==> config.mk <==
export PLATFORM = sky130hd
export DESIGN_NAME = pot_direction_hysteresis_filter
export DESIGN_NICKNAME = d
export VERILOG_FILES = /design/src/hw/rtl/pdhf_pkg.sv /design/src/hw/rtl/pdhf_ram.sv /design/src/hw/rtl/pot_direction_hysteresis_filter.sv
export VERILOG_INCLUDE_DIRS = /design/src /design/src/hw/rtl
export SDC_FILE = /design/constraint.sdc
export NUM_CORES = 1
export LEC_CHECK = 0
export BUFFER_PORTS_ARGS = -buffer_cell sky130_fd_sc_hd__buf_4
export CORE_ASPECT_RATIO = 0.5
export CORE_MARGIN = 2
export CORE_UTILIZATION = 50
export CTS_CLUSTER_DIAMETER = 80
export CTS_CLUSTER_SIZE = 14
export DETAILED_ROUTE_END_ITERATION = 10
export PLACE_DENSITY_LB_ADDON = 0.08
export SYNTH_ARGS = -nofsm -noshare
export SYNTH_HDL_FRONTEND = slang
export SYNTH_SLANG_ARGS = --single-unit
==> constraint.sdc <==
create_clock -name clk -period 14.1 [get_ports clk]
set_input_delay 1.41 -clock clk [delete_from_list [all_inputs] [get_ports clk]]
set_output_delay 1.41 -clock clk [all_outputs]
set_load 0.05 [all_outputs]
==> src/hw/rtl/assert_macros.svh <==
// Assertion helpers, clocked on clk and quiet while rst_n is low.
`ifndef ASSERT_MACROS_SVH
`define ASSERT_MACROS_SVH

// Same-cycle implication.
`define ASSERT_IMP(label, ante, cons, msg) \
  label: assert property (@(posedge clk) disable iff (!rst_n) (ante) |-> (cons)) \
    else $error(msg);

// Next-cycle implication.
`define ASSERT_NXT(label, ante, cons, msg) \
  label: assert property (@(posedge clk) disable iff (!rst_n) (ante) |=> (cons)) \
    else $error(msg);

`endif

==> src/hw/rtl/pdhf_pkg.sv <==
package pdhf_pkg;

  localparam int CHAN_W       = 5;
  localparam int SAMPLE_W     = 10;
  localparam int LEVEL_W      = 7;
  localparam int LEVEL_SHIFT  = 3;
  localparam int THR_W        = 7;
  localparam int CHANNELS_DEF = 32;

  localparam logic [THR_W-1:0] THR_RESET = THR_W'(1);

  // Per-channel state entry kept in the state RAM.
  typedef struct packed {
    logic               falling;
    logic [LEVEL_W-1:0] level;
  } pdhf_entry_t;

  localparam int ENTRY_W = $bits(pdhf_entry_t);

endpackage

==> src/hw/rtl/pdhf_ram.sv <==
module pdhf_ram #(
  parameter int WIDTH = 8,
  parameter int DEPTH = 32,
  localparam int AW = (DEPTH > 1) ? $clog2(DEPTH) : 1
) (
  input  logic             clk,
  input  logic             we,
  input  logic [AW-1:0]    waddr,
  input  logic [WIDTH-1:0] wdata,
  input  logic             re,
  input  logic [AW-1:0]    raddr,
  output logic [WIDTH-1:0] rdata
);

  logic [WIDTH-1:0] mem [DEPTH];
  logic [WIDTH-1:0] rdata_r;

  always_ff @(posedge clk) begin
    if (we) begin
      mem[waddr] <= wdata;
    end
    if (re) begin
      rdata_r <= mem[raddr];
    end
  end

  assign rdata = rdata_r;

endmodule

==> src/hw/rtl/pot_direction_hysteresis_filter.sv <==
// Direction-aware hysteresis filter for multiplexed potentiometer samples.
// Input channel (in_valid/in_ready): in_channel, in_sample (10-bit reading).
// Result channel (out_valid/out_ready): out_report, out_channel, out_level,
// exactly one result word per input word, in input order.
// Config channel (cfg_valid/cfg_ready): cfg_data is the noise threshold;
// cfg_ready is always high. Write it only while the filter is idle.
// An accepted word is captured in the stage 1 registers, then moves to the
// output register; throughput is one word per cycle while not stalled.
// The per-channel state sits in a RAM with a registered read; a result
// written back in the same cycle that the next word reads the same channel
// is forwarded around the RAM.
// Reset: threshold returns to 1, every channel reads as level 0 and rising
// (per-entry valid bits are cleared, no clearing pass), pipeline empties.
// Stall: while out_ready is low the output register holds its word, the
// middle stage fills, and then in_ready drops until the output drains.
module pot_direction_hysteresis_filter #(
  parameter int CHANNELS = pdhf_pkg::CHANNELS_DEF
) (
  input  logic                         clk,
  input  logic                         rst_n,
  input  logic                         in_valid,
  output logic                         in_ready,
  input  logic [pdhf_pkg::CHAN_W-1:0]  in_channel,
  input  logic [pdhf_pkg::SAMPLE_W-1:0] in_sample,
  output logic                         out_valid,
  input  logic                         out_ready,
  output logic                         out_report,
  output logic [pdhf_pkg::CHAN_W-1:0]  out_channel,
  output logic [pdhf_pkg::LEVEL_W-1:0] out_level,
  input  logic                         cfg_valid,
  output logic                         cfg_ready,
  input  logic [pdhf_pkg::THR_W-1:0]   cfg_data
);

`include "assert_macros.svh"

  localparam int IDX_W = (CHANNELS > 1) ? $clog2(CHANNELS) : 1;
  localparam int CMP_W = (IDX_W > pdhf_pkg::CHAN_W) ? IDX_W : pdhf_pkg::CHAN_W;
  localparam int LW    = pdhf_pkg::LEVEL_W;

  // configuration
  logic [pdhf_pkg::THR_W-1:0] thr_r;

  assign cfg_ready = 1'b1;

  always_ff @(posedge clk) begin
    if (!rst_n) begin
      thr_r <= pdhf_pkg::THR_RESET;
    end else if (cfg_valid && cfg_ready) begin
      thr_r <= cfg_data;
    end
  end

  // input decode
  logic             in_accept;
  logic [CMP_W-1:0] in_chan_ext;
  logic [IDX_W-1:0] in_addr;
  logic             in_inrange;
  logic [LW-1:0]    in_level;

  assign in_accept   = in_valid && in_ready;
  assign in_chan_ext = CMP_W'(in_channel);
  assign in_addr     = in_chan_ext[IDX_W-1:0];
  assign in_inrange  = 32'(in_channel) < 32'(CHANNELS);
  assign in_level    = LW'(in_sample >> pdhf_pkg::LEVEL_SHIFT);

  // stage 1 registers
  logic                         s1_vld_r;
  logic [pdhf_pkg::CHAN_W-1:0]  s1_channel_r;
  logic [IDX_W-1:0]             s1_addr_r;
  logic [LW-1:0]                s1_level_r;
  logic                         s1_inrange_r;
  logic                         s1_entry_vld_r;
  logic                         s1_fwd_hit_r;
  pdhf_pkg::pdhf_entry_t        s1_fwd_data_r;
  logic                         s1_go;

  // state storage
  logic [CHANNELS-1:0]          valid_r;
  logic                         ram_we;
  pdhf_pkg::pdhf_entry_t        ram_wdata;
  logic [pdhf_pkg::ENTRY_W-1:0] ram_rdata;
  logic                         fwd_hit;

  pdhf_ram #(
    .WIDTH (pdhf_pkg::ENTRY_W),
    .DEPTH (CHANNELS)
  ) u_state_ram (
    .clk   (clk),
    .we    (ram_we),
    .waddr (s1_addr_r),
    .wdata (ram_wdata),
    .re    (in_accept),
    .raddr (in_addr),
    .rdata (ram_rdata)
  );

  assign fwd_hit = ram_we && (s1_addr_r == in_addr);

  always_ff @(posedge clk) begin
    if (!rst_n) begin
      valid_r <= '0;
    end else if (ram_we) begin
      valid_r[s1_addr_r] <= 1'b1;
    end
  end

  always_ff @(posedge clk) begin
    if (!rst_n) begin
      s1_vld_r <= 1'b0;
    end else if (in_ready) begin
      s1_vld_r <= in_valid;
    end
  end

  always_ff @(posedge clk) begin
    if (in_accept) begin
      s1_channel_r   <= in_channel;
      s1_addr_r      <= in_addr;
      s1_level_r     <= in_level;
      s1_inrange_r   <= in_inrange;
      s1_entry_vld_r <= in_inrange && valid_r[in_addr];
      s1_fwd_hit_r   <= fwd_hit;
      s1_fwd_data_r  <= ram_wdata;
    end
  end

  // decision
  pdhf_pkg::pdhf_entry_t prev;
  logic [LW:0]           lvl_plus_t;
  logic [LW:0]           prev_plus_t;
  logic                  move_fwd;
  logic                  reversal;
  logic                  rep;

  always_comb begin
    if (s1_fwd_hit_r) begin
      prev = s1_fwd_data_r;
    end else if (s1_entry_vld_r) begin
      prev = pdhf_pkg::pdhf_entry_t'(ram_rdata);
    end else begin
      prev = '0;
    end
    lvl_plus_t  = {1'b0, s1_level_r} + {1'b0, thr_r};
    prev_plus_t = {1'b0, prev.level} + {1'b0, thr_r};
    if (!prev.falling) begin
      move_fwd = s1_level_r > prev.level;
      reversal = lvl_plus_t < {1'b0, prev.level};
    end else begin
      move_fwd = s1_level_r < prev.level;
      reversal = {1'b0, s1_level_r} > prev_plus_t;
    end
    rep = s1_inrange_r && (move_fwd || reversal);
    ram_wdata.falling = prev.falling ^ (reversal && !move_fwd);
    ram_wdata.level   = s1_level_r;
  end

  assign ram_we = s1_go && rep;

  // output register
  logic                        out_valid_r;
  logic                        out_report_r;
  logic [pdhf_pkg::CHAN_W-1:0] out_channel_r;
  logic [LW-1:0]               out_level_r;

  assign s1_go    = s1_vld_r && (!out_valid_r || out_ready);
  assign in_ready = !s1_vld_r || s1_go;

  always_ff @(posedge clk) begin
    if (!rst_n) begin
      out_valid_r <= 1'b0;
    end else if (s1_go) begin
      out_valid_r <= 1'b1;
    end else if (out_ready) begin
      out_valid_r <= 1'b0;
    end
  end

  always_ff @(posedge clk) begin
    if (s1_go) begin
      out_report_r  <= rep;
      out_channel_r <= s1_channel_r;
      out_level_r   <= s1_level_r;
    end
  end

  assign out_valid   = out_valid_r;
  assign out_report  = out_report_r;
  assign out_channel = out_channel_r;
  assign out_level   = out_level_r;

  `ASSERT_IMP(a_no_report_out_of_range, out_valid_r && out_report_r,
    32'(out_channel_r) < 32'(CHANNELS), "report on channel beyond range")
  `ASSERT_NXT(a_fwd_captured, in_accept && fwd_hit, s1_fwd_hit_r,
    "write-back to the channel being read was not forwarded")
  `ASSERT_IMP(a_report_changes_level, s1_go && rep, s1_level_r != prev.level,
    "report with unchanged level")

endmodule
Word level (Yosys, flattened, before mapping)
Memory sizes are Yosys's and may differ from the RTL's. A register that Yosys moved wholly into a read port is not among the register bits.
Index checks and enable logic that the tools add are counted.
- register bits: 76
- bits in writable memories: 256
- output and inout port bits: 16
- word-level logic and storage cells: 51
- memories kept: 1
- memories (memory ; words ; bits a word ; read ports ; clocked after Yosys merged registers in ; wr ports ; RTL line ; text):
    u_state_ram.mem ; 32 ; 8 ; 1 ; 1 ; 1 ; pdhf_ram.sv:15 ; logic [WIDTH-1:0] mem [DEPTH];
- add/sub/neg operators: 2
- order comparisons: 7
- eq/ne operators: 1
- mux-type cells: 12
- bitwise logic cells: 2
- reduce and logical (&&, ||, !) cells: 13
- operators by type and width (kind ; count):
    bitwise OR 32 bit ; 1
    adder 7 x 7 -> 8 bit ; 2
    two-way mux 8 bit ; 2
    less-than comparator 5 x 6 -> 1 bit (second input constant) ; 2
    greater-than comparator 7 x 8 -> 1 bit ; 1
    less-than comparator 8 x 7 -> 1 bit ; 1
    two-way mux 1 bit ; 8
    greater-than comparator 7 bit ; 1
    less-than comparator 7 bit ; 1
    logical AND 1 bit ; 6
    binary-select mux 1 bit (select 5 bit) ; 1
    demux 1 bit (select 5 bit) ; 1
    == test 5 bit ; 1
    greater-or-equal comparator 5 x 1 -> 1 bit (second input constant) ; 1
    logical NOT 1 bit ; 3
    logical OR 1 bit ; 3
    nonzero test 2 bit ; 1
    XOR 1 bit ; 1

Depth between registers and ports, before layout
- word-level depth: 9
- gate-level depth with buffers: 21
- gate-level depth less buffers: 18

Modules after synthesis
Synthesis repeated with hierarchy kept, for this count alone.
- cell total of the unflattened synthesis: 743
- area total of the unflattened synthesis: 14131.1 um2
- modules (own cells, without submodules) (module ; instances ; cells an instance ; area each (um2)):
    pdhf_ram ; 1 ; 417 ; 10133.5
    pot_direction_hysteresis_filter ; 1 ; 326 ; 3997.6

Worst setup path before layout
No wires, ideal clock.
- kind: flip-flop to flip-flop
- start point: register s1_level_r[0]
- end point: memory u_state_ram.mem[17][0] (enable)
- library setup time: 0.395 ns
- arrival time: 4.217 ns
- path slack: 9.488 ns
- stages on the path, launching flop included: 18
- path buffers: 2
- cell sequence: edfxtp_1 -> ha_1 -> inv_1 -> fa_1 -> nor2b_1 -> o21ai_0 -> a21boi_0 -> o21a_1 -> nor2_1 -> xnor2_1 -> ha_1 -> a211oi_1 -> o2111ai_1 -> a311oi_2 -> nor4b_2 -> buf_6 -> buf_6 -> nor4_1
- word-level cells in the longest chain between the ends: 7
- elaborated cells between the ends (all ways): 11
- ends and longest elaborated chain (item ; RTL line ; text):
    start: declaration ; pot_direction_hysteresis_filter.sv:71 ; logic [LW-1:0] s1_level_r;
    start signal: assignment ; pot_direction_hysteresis_filter.sv:120 ; s1_level_r <= in_level;
    adder 7 x 7 -> 8 bit ; pot_direction_hysteresis_filter.sv:144 ; lvl_plus_t = {1'b0, s1_level_r} + {1'b0, thr_r};
    less-than comparator 8 x 7 -> 1 bit ; pot_direction_hysteresis_filter.sv:148 ; reversal = lvl_plus_t < {1'b0, prev.level};
    two-way mux 1 bit ; pot_direction_hysteresis_filter.sv:146 ; if (!prev.falling) begin
    logical OR 1 bit * ; pot_direction_hysteresis_filter.sv:153 ; rep = s1_inrange_r && (move_fwd || reversal);
    logical AND 1 bit * ; pot_direction_hysteresis_filter.sv:158 ; assign ram_we = s1_go && rep;
    two-way mux 1 bit * ; pdhf_ram.sv:19 ; if (we) begin
    two-way mux 1 bit (implied by the code) * ; pdhf_ram.sv:20 ; mem[waddr] <= wdata;
    end: declaration ; pdhf_ram.sv:15 ;
Mark *: on every way between the ends. The rest lies on a longest branch, timed or not.

Worst setup path in the final report
- start point: register s1_fwd_hit_r
- end point: memory u_state_ram.mem[13][1] (enable)
- word-level cells in the longest chain between the ends: 8
- elaborated cells between the ends (all ways): 12
- ends and longest elaborated chain (item ; RTL line ; text):
    start: declaration ; pot_direction_hysteresis_filter.sv:74 ; logic s1_fwd_hit_r;
    start signal: assignment ; pot_direction_hysteresis_filter.sv:123 ; s1_fwd_hit_r <= fwd_hit;
    two-way mux 8 bit * ; pot_direction_hysteresis_filter.sv:137 ; if (s1_fwd_hit_r) begin
    adder 7 x 7 -> 8 bit ; pot_direction_hysteresis_filter.sv:145 ; prev_plus_t = {1'b0, prev.level} + {1'b0, thr_r};
    greater-than comparator 7 x 8 -> 1 bit ; pot_direction_hysteresis_filter.sv:151 ; reversal = {1'b0, s1_level_r} > prev_plus_t;
    two-way mux 1 bit ; pot_direction_hysteresis_filter.sv:146 ;
    logical OR 1 bit * ; pot_direction_hysteresis_filter.sv:153 ;
    logical AND 1 bit * ; pot_direction_hysteresis_filter.sv:158 ;
    two-way mux 1 bit * ; pdhf_ram.sv:19 ;
    two-way mux 1 bit (implied by the code) * ; pdhf_ram.sv:20 ;
Marked as above.

==> impl_metrics.xml <==
<?xml version="1.0" encoding="UTF-8"?>
<metrics>
  <group name="timing">
    <metric name="hold_violations" unit="">0</metric>
    <metric name="tightestPinTransition" unit="ns">1.13</metric>
    <metric name="grt_setup_unrepaired" unit="">no</metric>
    <metric name="setup_tns" unit="ns">0</metric>
    <metric name="layout_skew" unit="ns">0.0192</metric>
    <metric name="slew-limit-headroom" unit="%">24.7</metric>
    <metric name="layout_min_cycle_time" unit="ns">5.13</metric>
    <metric name="fin_hold_ws" unit="ns">0.451</metric>
    <metric name="setup_viol_count_final" unit="">0</metric>
    <metric name="fin_ws" unit="ns">8.97</metric>
    <metric name="final_min_period_over_clock_period" unit="%">36.4</metric>
    <metric name="highest_clock_frequency_the_design_can_meet" unit="MHz">195</metric>
    <metric name="timing.final.max_slew_violations" unit="">0</metric>
  </group>
  <group name="worst_setup_path">
    <metric name="cp_slowest_cell" unit="">nor4_2</metric>
    <metric name="source_of_the_critical_timing_path" unit="">s1_fwd_hit_r$_DFFE_PP_</metric>
    <metric name="r2r_setup_slack" unit="ns">8.97</metric>
    <metric name="worst_setup_path_endpoint" unit="">u_state_ram.mem[13][1]$_DFFE_PP_</metric>
    <metric name="end_kind" unit="">register</metric>
    <metric name="critical_path.max_fanout" unit="">66</metric>
    <metric name="cpPeakStageDelay" unit="ns">0.98</metric>
    <metric name="cp_cell_sequence" unit="">nor2b_4 -&gt; a22o_1 -&gt; ha_1 -&gt; inv_1 -&gt; fa_1 -&gt; nor2b_1 -&gt; o21ai_0 -&gt; nand2b_1 -&gt; a21o_1 -&gt; a21oi_1 -&gt; xor2_1 -&gt; ha_1 -&gt; nand3_1 -&gt; o22ai_1 -&gt; nor3_1 -&gt; nand3_1 -&gt; nor4b_4 -&gt; buf_4 -&gt; nor4_2</metric>
    <metric name="worst-endpoint-required" unit="ns">14.27</metric>
    <metric name="worst_r2r_path_depth" unit="">19</metric>
    <metric name="reg2reg_from" unit="">s1_fwd_hit_r$_DFFE_PP_</metric>
    <metric name="worst_r2r_endpoint" unit="">u_state_ram.mem[13][1]$_DFFE_PP_</metric>
    <metric name="cp-start-kind" unit="">register</metric>
    <metric name="critPathKind" unit="">reg2reg</metric>
    <metric name="worst_ep_arrival_time" unit="ns">5.30</metric>
  </group>
  <group name="clock_tree">
    <metric name="tritoncts" unit="">built</metric>
    <metric name="postCtsSetupBuffers" unit="">0</metric>
    <metric name="clock_latency" unit="ns">0.56</metric>
    <metric name="worst_setup_hold_path_clk_slew" unit="ns">0.07</metric>
    <metric name="ctsRootBufferMaster" unit="">clkbuf_16</metric>
    <metric name="cts_inserted_buffers" unit="">28</metric>
    <metric name="postCtsResizedCells" unit="">0</metric>
    <metric name="clock_path_buffers" unit="">3</metric>
    <metric name="cts_hold_buffers" unit="">0</metric>
    <metric name="clock_tree.htree_level_count" unit="">1</metric>
    <metric name="clock_sinks" unit="">340</metric>
  </group>
  <group name="floorplanning">
    <metric name="floorplan.core_area" unit="um2">27800</metric>
    <metric name="fp.dieH" unit="um">123</metric>
    <metric name="io_pins" unit="">43</metric>
    <metric name="die_width" unit="um">243</metric>
    <metric name="die_area" unit="um2">29900</metric>
    <metric name="core.rowCount" unit="">43</metric>
    <metric name="floorplan.initialDensity" unit="%">51.1</metric>
  </group>
  <group name="place">
    <metric name="finalWeightedCongestion" unit="">0.819</metric>
    <metric name="place.detailed.hpwl" unit="um">19100</metric>
    <metric name="pre_cts_ws" unit="ns">8.98</metric>
    <metric name="io_buffers" unit="">38</metric>
    <metric name="placed_cells" unit="">1206</metric>
  </group>
  <group name="synth">
    <metric name="postSynthNetCount" unit="">857</metric>
    <metric name="post_synth_most_frequent_cells" unit="">edfxtp_1, mux4_2, nand2_1</metric>
    <metric name="compound_gate_fraction_of_synth_area" unit="%">3.96</metric>
    <metric name="top_count_cell_post_synth" unit="">edfxtp_1</metric>
    <metric name="simple_gate_portion_of_the_synthesized_area" unit="%">5.35</metric>
    <metric name="synth_edf_count" unit="">299</metric>
    <metric name="yosys.area.top_type_share" unit="%">63.1</metric>
    <metric name="synth.ff_latch_count" unit="">340</metric>
    <metric name="yosysTopAreaCell" unit="">edfxtp_1</metric>
    <metric name="synth_ff_type" unit="">edfxtp_1</metric>
    <metric name="synth_top_family_by_area" unit="">multiplexers</metric>
    <metric name="synth_fa_ha_area_share" unit="%">3.36</metric>
    <metric name="post_synth_xor_xnor_area" unit="%">0.862</metric>
    <metric name="syn_avg_cell_area" unit="um2">17.9</metric>
    <metric name="yosys_warnings" unit="">0</metric>
    <metric name="synth_async_sr_flop_share" unit="%">0</metric>
    <metric name="netlist_area" unit="um2">14200</metric>
    <metric name="synth_cells" unit="">793</metric>
    <metric name="ys_types" unit="">54</metric>
    <metric name="yosysSeqAreaShare" unit="%">68.9</metric>
    <metric name="muxShareOfSynthArea" unit="%">15.5</metric>
    <metric name="synth.area.top_cells" unit="">edfxtp_1, mux4_2, dfxtp_1, ha_1, nand2_1</metric>
  </group>
  <group name="drt">
    <metric name="dr_total_vias" unit="">7316</metric>
    <metric name="routed_wirelength" unit="um">30700</metric>
    <metric name="detail_route_antenna_nets" unit="">0</metric>
    <metric name="routed_via_density" unit="">5.82</metric>
    <metric name="wl_per_cell" unit="um">24.4</metric>
    <metric name="first_pass_drt_iterations" unit="">5</metric>
    <metric name="dr.first_iter.drc_count" unit="">590</metric>
    <metric name="drt_drc_violations_left" unit="">0</metric>
  </group>
  <group name="final_layout">
    <metric name="design.final.nets" unit="">918</metric>
    <metric name="layout-area-overhead-vs-synth" unit="%">11.8</metric>
    <metric name="post_route_cells_drive_above_1_share" unit="%">25.0</metric>
    <metric name="layoutNonFillerInstCount" unit="">1258</metric>
    <metric name="antenna_cells" unit="">0</metric>
  </group>
  <group name="pwr">
    <metric name="static-leakage-power" unit="nW">5.22</metric>
    <metric name="p_per_area" unit="nW/um2">128</metric>
    <metric name="irDropWorstVdd" unit="uV">84.2</metric>
  </group>
  <group name="outcome">
    <metric name="run_status" unit="">complete, no violations</metric>
  </group>
  <group name="grt">
    <metric name="grt_start_max_net_pins" unit="">75</metric>
    <metric name="grt_use_total" unit="%">21.2</metric>
    <metric name="grt_pass1_wl" unit="um">46100</metric>
    <metric name="vias_in_the_first_global_route" unit="">7292</metric>
    <metric name="gr-total-overflow" unit="">0</metric>
    <metric name="grt_antenna_before_repair" unit="">0</metric>
  </group>
  <group name="min_path">
    <metric name="worstHoldStart" unit="">valid_r[1]$_SDFFE_PN0P_</metric>
    <metric name="worst_hold_path_type" unit="">reg2reg</metric>
  </group>
  <group name="run">
    <metric name="cap_viol_max_count" unit="">0</metric>
  </group>
</metrics>
-- state kept, by name, indices dropped and copies added (netlist names) --
| register | count |
|---|---|
| u_state_ram.mem | 256 |
| s1_level_r | 7 |
| thr_r | 7 |
| s1_fwd_data_r | 8 |
| out_channel | 5 |
| s1_vld_r | 1 |
| s1_fwd_hit_r | 1 |
| valid_r | 32 |
| s1_entry_vld_r | 1 |
| out_level | 7 |
| out_report | 1 |
| u_state_ram.rdata | 8 |
| out_valid | 1 |
| s1_addr_r | 5 |
-- cell type report --
class,count,area [um2]
multi-input cells,391,4180
well taps,382,478
clock inverters,2,27.5
clock buffers,50,783
inverters,19,71.3
fillers,2167,11900
repair buffers,74,556
flip-flops and latches,340,9800
-- worst max-delay path: cells and delay by family, from the launching register on --
| family | cells | cell delay, ns |
|---|---|---|
| buffers and inverters | 2 | 0.38 |
| AO/OA/AOI/OAI | 5 | 0.60 |
| AND/OR/NAND/NOR | 8 | 2.06 |
| XOR/XNOR | 1 | 0.15 |
| flip-flops | 1 | 0.57 |
| adder cells (fa/ha/maj) | 3 | 0.90 |
-- placed cells by master (no fill, tap or decap), types with 2 or more instances in the layout --
cell type | synthesis | routed
edfxtp_1 | 299 | 299
mux4_2 | 90 | 90
buf_4 | 9 | 74
nand2_1 | 59 | 59
dfxtp_1 | 41 | 41
ha_1 | 35 | 35
clkbuf_16 | 0 | 28
nor3_1 | 27 | 25
clkbuf_1 | 20 | 22
o31ai_1 | 21 | 21
inv_1 | 18 | 18
nor2_1 | 16 | 16
nor2b_1 | 15 | 15
o21ai_0 | 14 | 14
nand3_1 | 12 | 12
mux2_2 | 9 | 9
a21oi_1 | 8 | 8
xnor2_1 | 8 | 7
mux2i_1 | 7 | 7
a22o_1 | 6 | 6
xor2_1 | 6 | 6
o41ai_1 | 6 | 6
nor4_2 | 1 | 6
nand2b_1 | 5 | 5
a21o_1 | 5 | 5
nand4_1 | 4 | 4
o21a_1 | 3 | 3
a211oi_1 | 3 | 3
nor4_1 | 7 | 2
nor3_2 | 0 | 2
or2_2 | 2 | 2
fa_1 | 2 | 2
-- metal layers --
layer / vias to the layer above / wire (um) / track usage [%]
met1: 3799 / 14400 / 31.5
met2: 171 / 14300 / 34.3
met3: 33 / 1650 / 3.30
met4: 0 / 381 / 3.47
met5: - / 0 / 0
li1: 3313 / - / -
-- where the power goes --
part	total (mW)	switching, mW	internal, mW
logic	0.197	0.126	0.0710
registers	1.13	0.00939	1.12
clock network	0.715	0.339	0.376
-- worst min-delay path by stage --
stage / endpoint / slack (ns) / depth (start not counted)
6_report: valid_r[1]$_SDFFE_PN0P_ / 0.45 / 2
5_1_grt: valid_r[2]$_SDFFE_PN0P_ / 0.48 / 2
4_1_cts: valid_r[2]$_SDFFE_PN0P_ / 0.45 / 2
3_5_place_dp: valid_r[2]$_SDFFE_PN0P_ / 0.44 / 2
3_3_place_gp: valid_r[10]$_SDFFE_PN0P_ / 0.43 / 2
2_1_floorplan: valid_r[11]$_SDFFE_PN0P_ / 0.41 / 2
-- per-stage QoR --
step | area, um2 | power [mW] | utilization, %
final | 15900 | 2.04 | 57.2
after global routing | 15900 | 2.12 | 57.2
after CTS | 15900 | 2.06 | 57.2
after detailed placement | 15100 | 1.35 | 54.2
after global placement | 15100 | 1.35 | 54.2
after floorplan | 14200 | 1.29 | -
-- kinds of logic after synthesis --
group / after synthesis
adder cells (fa/ha/maj): 37
AO/OA/AOI/OAI: 78
buffers and inverters: 62
other: 1
AND/OR/NAND/NOR: 155
XOR/XNOR: 14
flip-flops: 340
multiplexers: 106
No activity file was read; power rests on OpenSTA's default activity.
